==> config.mk <==
export PLATFORM = sky130hd
export DESIGN_NAME = workgroup_start_barrier_top
export DESIGN_NICKNAME = d
export VERILOG_FILES = /design/src/sv/wsb_pkg.sv /design/src/sv/workgroup_start_barrier_top.sv
export SDC_FILE = /design/constraint.sdc
export NUM_CORES = 1
export LEC_CHECK = 0
export BUFFER_PORTS_ARGS = -buffer_cell sky130_fd_sc_hd__buf_2
export CORE_MARGIN = 2
export CORE_UTILIZATION = 35
export DETAILED_ROUTE_END_ITERATION = 16
export SLEW_MARGIN = 5
export SYNTH_ARGS = -nofsm -noshare
export SYNTH_HDL_FRONTEND = slang
export SYNTH_SLANG_ARGS = --single-unit
export TNS_END_PERCENT = 10
==> constraint.sdc <==
create_clock -name clock -period 4.63 [get_ports clock]
set_clock_uncertainty 0.2 [all_clocks]
set_input_delay 0 -clock clock [delete_from_list [all_inputs] [get_ports clock]]
set_output_delay 0 -clock clock [all_outputs]
set_load 0.01 [all_outputs]
==> src/sv/wsb_pkg.sv <==
// shared types and constants for the workgroup start barrier
package wsb_pkg;

   localparam int TASK_ID_W = 5;
   localparam int MASK_W = 32;
   localparam int PEND_W = 6;

   typedef logic [2:0] cmd_type;
   typedef logic [TASK_ID_W-1:0] task_id_type;
   typedef logic [MASK_W-1:0] mask_type;
   typedef logic [PEND_W-1:0] pend_type;

   localparam cmd_type CMD_INIT = 3'd0;
   localparam cmd_type CMD_CREATE = 3'd1;
   localparam cmd_type CMD_FINISH = 3'd2;
   localparam cmd_type CMD_JOIN = 3'd3;
   localparam cmd_type CMD_RESUME = 3'd4;
   localparam cmd_type CMD_OTHER = 3'd5;

   localparam pend_type PENDING_MAX = 6'd63;

endpackage

==> src/sv/workgroup_start_barrier_top.sv <==
// start barrier for a workgroup: tracks started and waiting tasks, filters candidate masks
//
// usage:
//  - req_ channel carries one task event word (command, task id, create flags and the
//    scheduler's candidate mask); rsp_ channel returns one word per event with the
//    filtered ready mask, checkpoint and blocking flags and the waiting mask after it
//  - a word is taken when valid is high and stall is low on that channel
//  - an event lands in the input register at its accepting edge; the barrier state
//    update and the result register load then happen together in one pass
//  - throughput is one event per cycle unless rsp_stall holds; state updates loop over
//    the masks and the pending counter, so back-to-back events see each other's effect
//  - when rsp_stall holds, the result word stays put and one more event can wait in
//    the input register; req_stall rises only once both registers are full
//  - csr_wr_en loads the start policy and clears started, waiting, pending and main
//    state; write it only while no event is in flight
//  - reset empties both registers and clears all state with the sequential policy
module workgroup_start_barrier_top #(
   parameter int TASKS = 32,
   parameter int MAIN_TASK = 1
) (
   input  logic                  clock,
   input  logic                  reset,
   input  logic                  csr_wr_en,
   input  logic                  csr_wr_data,
   input  logic                  req_valid,
   output logic                  req_stall,
   input  wsb_pkg::cmd_type      req_command,
   input  wsb_pkg::task_id_type  req_task_id,
   input  logic                  req_after_ingress,
   input  logic                  req_create_ok,
   input  wsb_pkg::mask_type     req_candidate_mask,
   output logic                  rsp_valid,
   input  logic                  rsp_stall,
   output wsb_pkg::mask_type     rsp_ready_mask,
   output logic                  rsp_checkpoint,
   output logic                  rsp_blocking,
   output wsb_pkg::mask_type     rsp_waiting_view
);
   import wsb_pkg::*;

   // input register
   logic        in_valid_ff;
   cmd_type     in_cmd_ff;
   task_id_type in_id_ff;
   logic        in_after_ff;
   logic        in_ok_ff;
   mask_type    in_cand_ff;

   // result register
   logic     out_valid_ff;
   mask_type out_ready_ff;
   logic     out_chpt_ff;
   logic     out_block_ff;
   mask_type out_wait_ff;

   // barrier state
   logic     phase_ff, phase_in;
   logic     main_seen_ff, main_seen_in;
   pend_type pend_ff, pend_in;
   mask_type started_ff, started_in;
   mask_type waiting_ff, waiting_in;

   mask_type ready_in;
   logic     chpt_in;
   logic     block_in;
   mask_type bit_sel;
   logic     out_load;
   logic     in_load;
   logic     step;

   assign out_load = !out_valid_ff || !rsp_stall;
   assign in_load = !in_valid_ff || out_load;
   assign step = in_valid_ff && out_load;
   assign req_stall = !in_load;

   assign bit_sel = (int'(in_id_ff) < TASKS) ? (mask_type'(1) << in_id_ff) : '0;

   always_comb begin
      phase_in = phase_ff;
      main_seen_in = main_seen_ff;
      pend_in = pend_ff;
      started_in = started_ff;
      waiting_in = waiting_ff;
      ready_in = in_cand_ff;
      chpt_in = 1'b0;
      block_in = 1'b0;
      if (in_cmd_ff == CMD_RESUME) begin
         waiting_in = waiting_ff & ~bit_sel;
      end else if (phase_ff || waiting_ff != '0) begin
         unique case (in_cmd_ff)
            CMD_INIT: begin
               if (phase_ff) begin
                  if (int'(in_id_ff) == MAIN_TASK && !main_seen_ff) begin
                     main_seen_in = 1'b1;
                     started_in = started_ff | bit_sel;
                  end else if (pend_ff != '0) begin
                     started_in = started_ff | bit_sel;
                     pend_in = pend_ff - 6'd1;
                  end
               end
            end
            CMD_CREATE: begin
               if (phase_ff && in_after_ff && in_ok_ff && (started_ff & bit_sel) != '0 &&
                   pend_ff < PENDING_MAX) begin
                  pend_in = pend_ff + 6'd1;
               end
            end
            CMD_FINISH: begin
               started_in = started_ff & ~bit_sel;
               waiting_in = waiting_ff & ~bit_sel;
               if (phase_ff && started_in == '0 && pend_ff == '0) begin
                  phase_in = 1'b0;
                  main_seen_in = 1'b0;
                  pend_in = '0;
                  started_in = '0;
               end
            end
            CMD_JOIN: begin
               if (phase_ff) begin
                  waiting_in = waiting_ff | bit_sel;
                  started_in = started_ff & ~bit_sel;
                  if (started_in == '0 && pend_ff == '0) begin
                     phase_in = 1'b0;
                     main_seen_in = 1'b0;
                     pend_in = '0;
                     started_in = '0;
                  end
                  chpt_in = 1'b1;
               end
            end
            default: begin
            end
         endcase

         // filter uses the state after this event
         if (phase_in && waiting_in != '0) begin
            ready_in = in_cand_ff & ~waiting_in;
         end else if (waiting_in != '0) begin
            ready_in = waiting_in;
         end

         if (in_cmd_ff == CMD_JOIN && phase_in && (waiting_in & bit_sel) != '0) begin
            block_in = 1'b1;
            chpt_in = 1'b1;
         end
      end
   end

   always_ff @(posedge clock) begin
      if (reset) begin
         in_valid_ff <= 1'b0;
         out_valid_ff <= 1'b0;
         phase_ff <= 1'b0;
         main_seen_ff <= 1'b0;
         pend_ff <= '0;
         started_ff <= '0;
         waiting_ff <= '0;
      end else begin
         if (in_load) begin
            in_valid_ff <= req_valid;
         end
         if (out_load) begin
            out_valid_ff <= in_valid_ff;
         end
         if (csr_wr_en) begin
            phase_ff <= csr_wr_data;
            main_seen_ff <= 1'b0;
            pend_ff <= '0;
            started_ff <= '0;
            waiting_ff <= '0;
         end else if (step) begin
            phase_ff <= phase_in;
            main_seen_ff <= main_seen_in;
            pend_ff <= pend_in;
            started_ff <= started_in;
            waiting_ff <= waiting_in;
         end
      end
   end

   always_ff @(posedge clock) begin
      if (in_load && req_valid) begin
         in_cmd_ff <= req_command;
         in_id_ff <= req_task_id;
         in_after_ff <= req_after_ingress;
         in_ok_ff <= req_create_ok;
         in_cand_ff <= req_candidate_mask;
      end
      if (step) begin
         out_ready_ff <= ready_in;
         out_chpt_ff <= chpt_in;
         out_block_ff <= block_in;
         out_wait_ff <= waiting_in;
      end
   end

   assign rsp_valid = out_valid_ff;
   assign rsp_ready_mask = out_ready_ff;
   assign rsp_checkpoint = out_chpt_ff;
   assign rsp_blocking = out_block_ff;
   assign rsp_waiting_view = out_wait_ff;

endmodule

==> metrics.txt <==
CP max FO 22; Die X-Extent approximately 170 um; launch point of the worst reg-to-reg path in_id_ff[3]$_DFFE_PP_; Rows 60; mapped cell area approximately 9400 sq um; hold_sp req_candidate_mask[6]; post-synthesis adder-cell area fraction 0.007438; simple-gate portion of the synthesized area 0.1889; Cells after DPL 1,385; Chip Height roughly 170 um; Fin. Hold Viols 0; area delta synth->final 21.18%; via count 8,440; grt total ovfl 0; multiplexer area fraction after synthesis 0.01873; H-tree levels 4; most common cell in the netlist nand2_1; Final ANT Viol Nets 0; worst flop-to-flop path endpoint phase_ff$_SDFFE_PP0P_; drt total wl 30.81 mm; Root Buffer clkbuf_16; XOR/XNOR share of the synthesized area 0.005578; Async S/R FF share, synth 0; flop-to-flop setup slack about 470 ps; area leader, netlist edfxtp_1; # DRC 0; RePlAce Congestion just under 1; critical path class register to register; Max-Cap Viols 0; CP startpoint kind register; Max-slew headroom 0.3365; area of the core around 27,000 sq um; worst min path class primary input to register; CTS tree yes; syn_area_per_cell 9.652 sq um; IO Count 116; layout cells sized above 1 0.2137; Post CTS Setup Buffer Count 0; Pwr Density approximately 340 nW/um^2; Worst Hold End in_cand_ff[6]$_DFFE_PP_; diode count 0; flops & latches, synth 182; status completed; ys flop type edfxtp_1; commonest cells in the netlist nand2_1, edfxtp_1, a21oi_1; initial antenna violation count 1; Max VDD drop ~200 uV; first-pass GRT wire length between 40 and 50 mm; CTS hold repair buffers between 40 and 50; Total Nets Final ~1,200; Synth Net Count 1,029; vias in the first global route 8,031; main combinational cell family by area after synthesis compound AO/OA/AOI/OAI gates; Util after Layout 0.4272; sequential share of the synthesized area 0.5015; Non-Filler Instances approximately 1,500; fin. max-slew vios 0; Unique masters post-synth 78; number of I/O port buffers between 100 and 150; top cells by area, synth edfxtp_1, dfxtp_1, nand2_1, a21oi_1, o221ai_2; drt via density approximately 5.8; Arr. time, crit path around 4300 ps; Wirelength per Cell between 20 and 25 um; largest net degree at the start of global routing 83; Worst setup EP type register; Max clock buf depth 2; Tcrit/Tclk final 0.8990; actual slew at the worst max-slew pin between 900 and 1000 ps; CTS resizes 0; later-pin clock latency in the skew report roughly 450 ps; Post-synth EDFFs between 100 and 150; clock slew at reported path FFs 80 ps; post-route minimum period between 4000 and 5000 ps; maximum clock rate 240.3 MHz; Setup TNS Final 0 ps; share of the synthesized area in the top cell type 0.3443; Starting Density 0.3525; Yosys Warn Count 0; DR pass1 iterations 5; Post-Synthesis Cells just under 1,000; Die Footprint around 28,000 sq um; Synth Area in Compound Gates 0.2320; hold depth 2; Clock Sinks around 180; DP HPWL 21.02 mm; final setup fails 0; CTS Buf Count 17; worst r2r path cells 9; DR iter-0 viols 938; Leak between 0.004 and 0.005 uW; RSZ-0062 raised after global routing false; WP data required roughly 4800 ps; gr usage total 0.2184
[per-layer routing]
layer	GRT usage	vias up	wire, um	part of all wire
met4	0.08996	0	1102	0.036
met2	0.3455	389	14040	0.46
met5	0	-	0	0
met3	0.03785	67	2110	0.068
met1	0.2976	4062	13550	0.44
li1	-	3922	-	-
[stage by stage]
stage / cell area [sq um] / worst slack, ps / total power [uW] / hold slack, ps
after floorplan: 9420 / 1313 / 2174 / -130.9
after global placement: 10310 / 654.5 / 2317 / -22.84
after detailed placement: 10310 / 625.4 / 2326 / -21.89
after CTS: 11420 / 584.4 / 3918 / 37.48
after global routing: 11420 / 251.0 / 4025 / 45.80
final: 11420 / 467.8 / 3888 / 54.75
[worst max path at each step]
stage          cells past startpoint                    from  slack [ps]                           end
2_1_floorplan                      4  rsp_valid$_SDFFE_PP0P_        1310    rsp_blocking$_SDFFCE_PP0P_
3_3_place_gp                       8   in_id_ff[3]$_DFFE_PP_         650  rsp_ready_mask[27]$_DFFE_PP_
3_5_place_dp                       8   in_id_ff[3]$_DFFE_PP_         630   rsp_ready_mask[0]$_DFFE_PP_
4_1_cts                            9   in_id_ff[3]$_DFFE_PP_         580         phase_ff$_SDFFE_PP0P_
5_1_grt                            9   in_id_ff[2]$_DFFE_PP_         250         phase_ff$_SDFFE_PP0P_
6_report                           9   in_id_ff[3]$_DFFE_PP_         470         phase_ff$_SDFFE_PP0P_
[worst max-delay path, stage by stage, from the launching register on]
cell and delay, ps:
edfxtp_1 810, buf_4 310, nor3b_2 550, nand2_1 230
a21o_1 260, a2111oi_4 430, nand2_1 150, o311ai_0 400
a21oi_1 130, dlygate4sd3_1 580
[cells in the final DEF, fill, tap and decap left out, types with 5 or more instances in the layout]
cell           synthesis  final
nor2_1                67     66
or3b_2                 5      5
buf_2                 21    115
a21oi_1              105    105
dfxtp_1               74     74
nand2_1              176    176
nor3_1                24     24
or3_1                  6      6
edfxtp_1             108    108
nor4_1                16     16
buf_4                  3     29
mux2_2                 5      5
mux2i_1               12     12
o221ai_2              30     30
a31oi_1                8      8
xnor2_1                5      5
clkbuf_16              0     17
a22oi_1                8      8
o22ai_1               16     16
nand4_1               10     10
or2_2                  7      7
o31ai_1               19     19
dlygate4sd3_1          0     47
a21o_1                23     23
nand2b_1               6      6
clkinv_8               0      5
inv_1                 13     12
inv_6                  0      5
a311oi_1               7      7
nand3_1               16     16
o21ai_0               42     42
[area by class of cell]
class / instances / area, sq um
fillers: 2600 / 15310
flip-flops and latches: 182 / 4725
multi-input cells: 703 / 4292
repair buffers: 192 / 1284
well taps: 341 / 426.7
clock buffers: 17 / 425.4
clock inverters: 15 / 210.2
inverters: 14 / 53.80
[kinds of logic after synthesis]
logic type / after synthesis
buf+inv: 91
mux: 17
fa+ha+maj: 5
compound gates: 302
flops: 182
simple gates: 373
xor+xnor: 6
[sequential cells by signal, indices dropped and copies added, names as in the netlist]
| register | flops |
|---|---|
| phase_ff | 1 |
| in_valid_ff | 1 |
| rsp_valid | 1 |
| in_cand_ff | 32 |
| in_after_ff | 1 |
| rsp_blocking | 1 |
| pend_ff | 6 |
| in_cmd_ff | 3 |
| rsp_ready_mask | 32 |
| started_ff | 32 |
| rsp_waiting_view | 32 |
| waiting_ff | 32 |
| in_id_ff | 5 |
| in_ok_ff | 1 |
| main_seen_ff | 1 |
| rsp_checkpoint | 1 |
[power breakdown]
part           total [uW]  leakage (uW)  internal, uW  switching [uW]
clock network        1570      0.000307           795             771
logic                 484       0.00215           179             304
registers            1840       0.00162          1790            44.9
total                3890       0.00408          2770            1120
No activity file was read; power rests on OpenSTA's default activity.
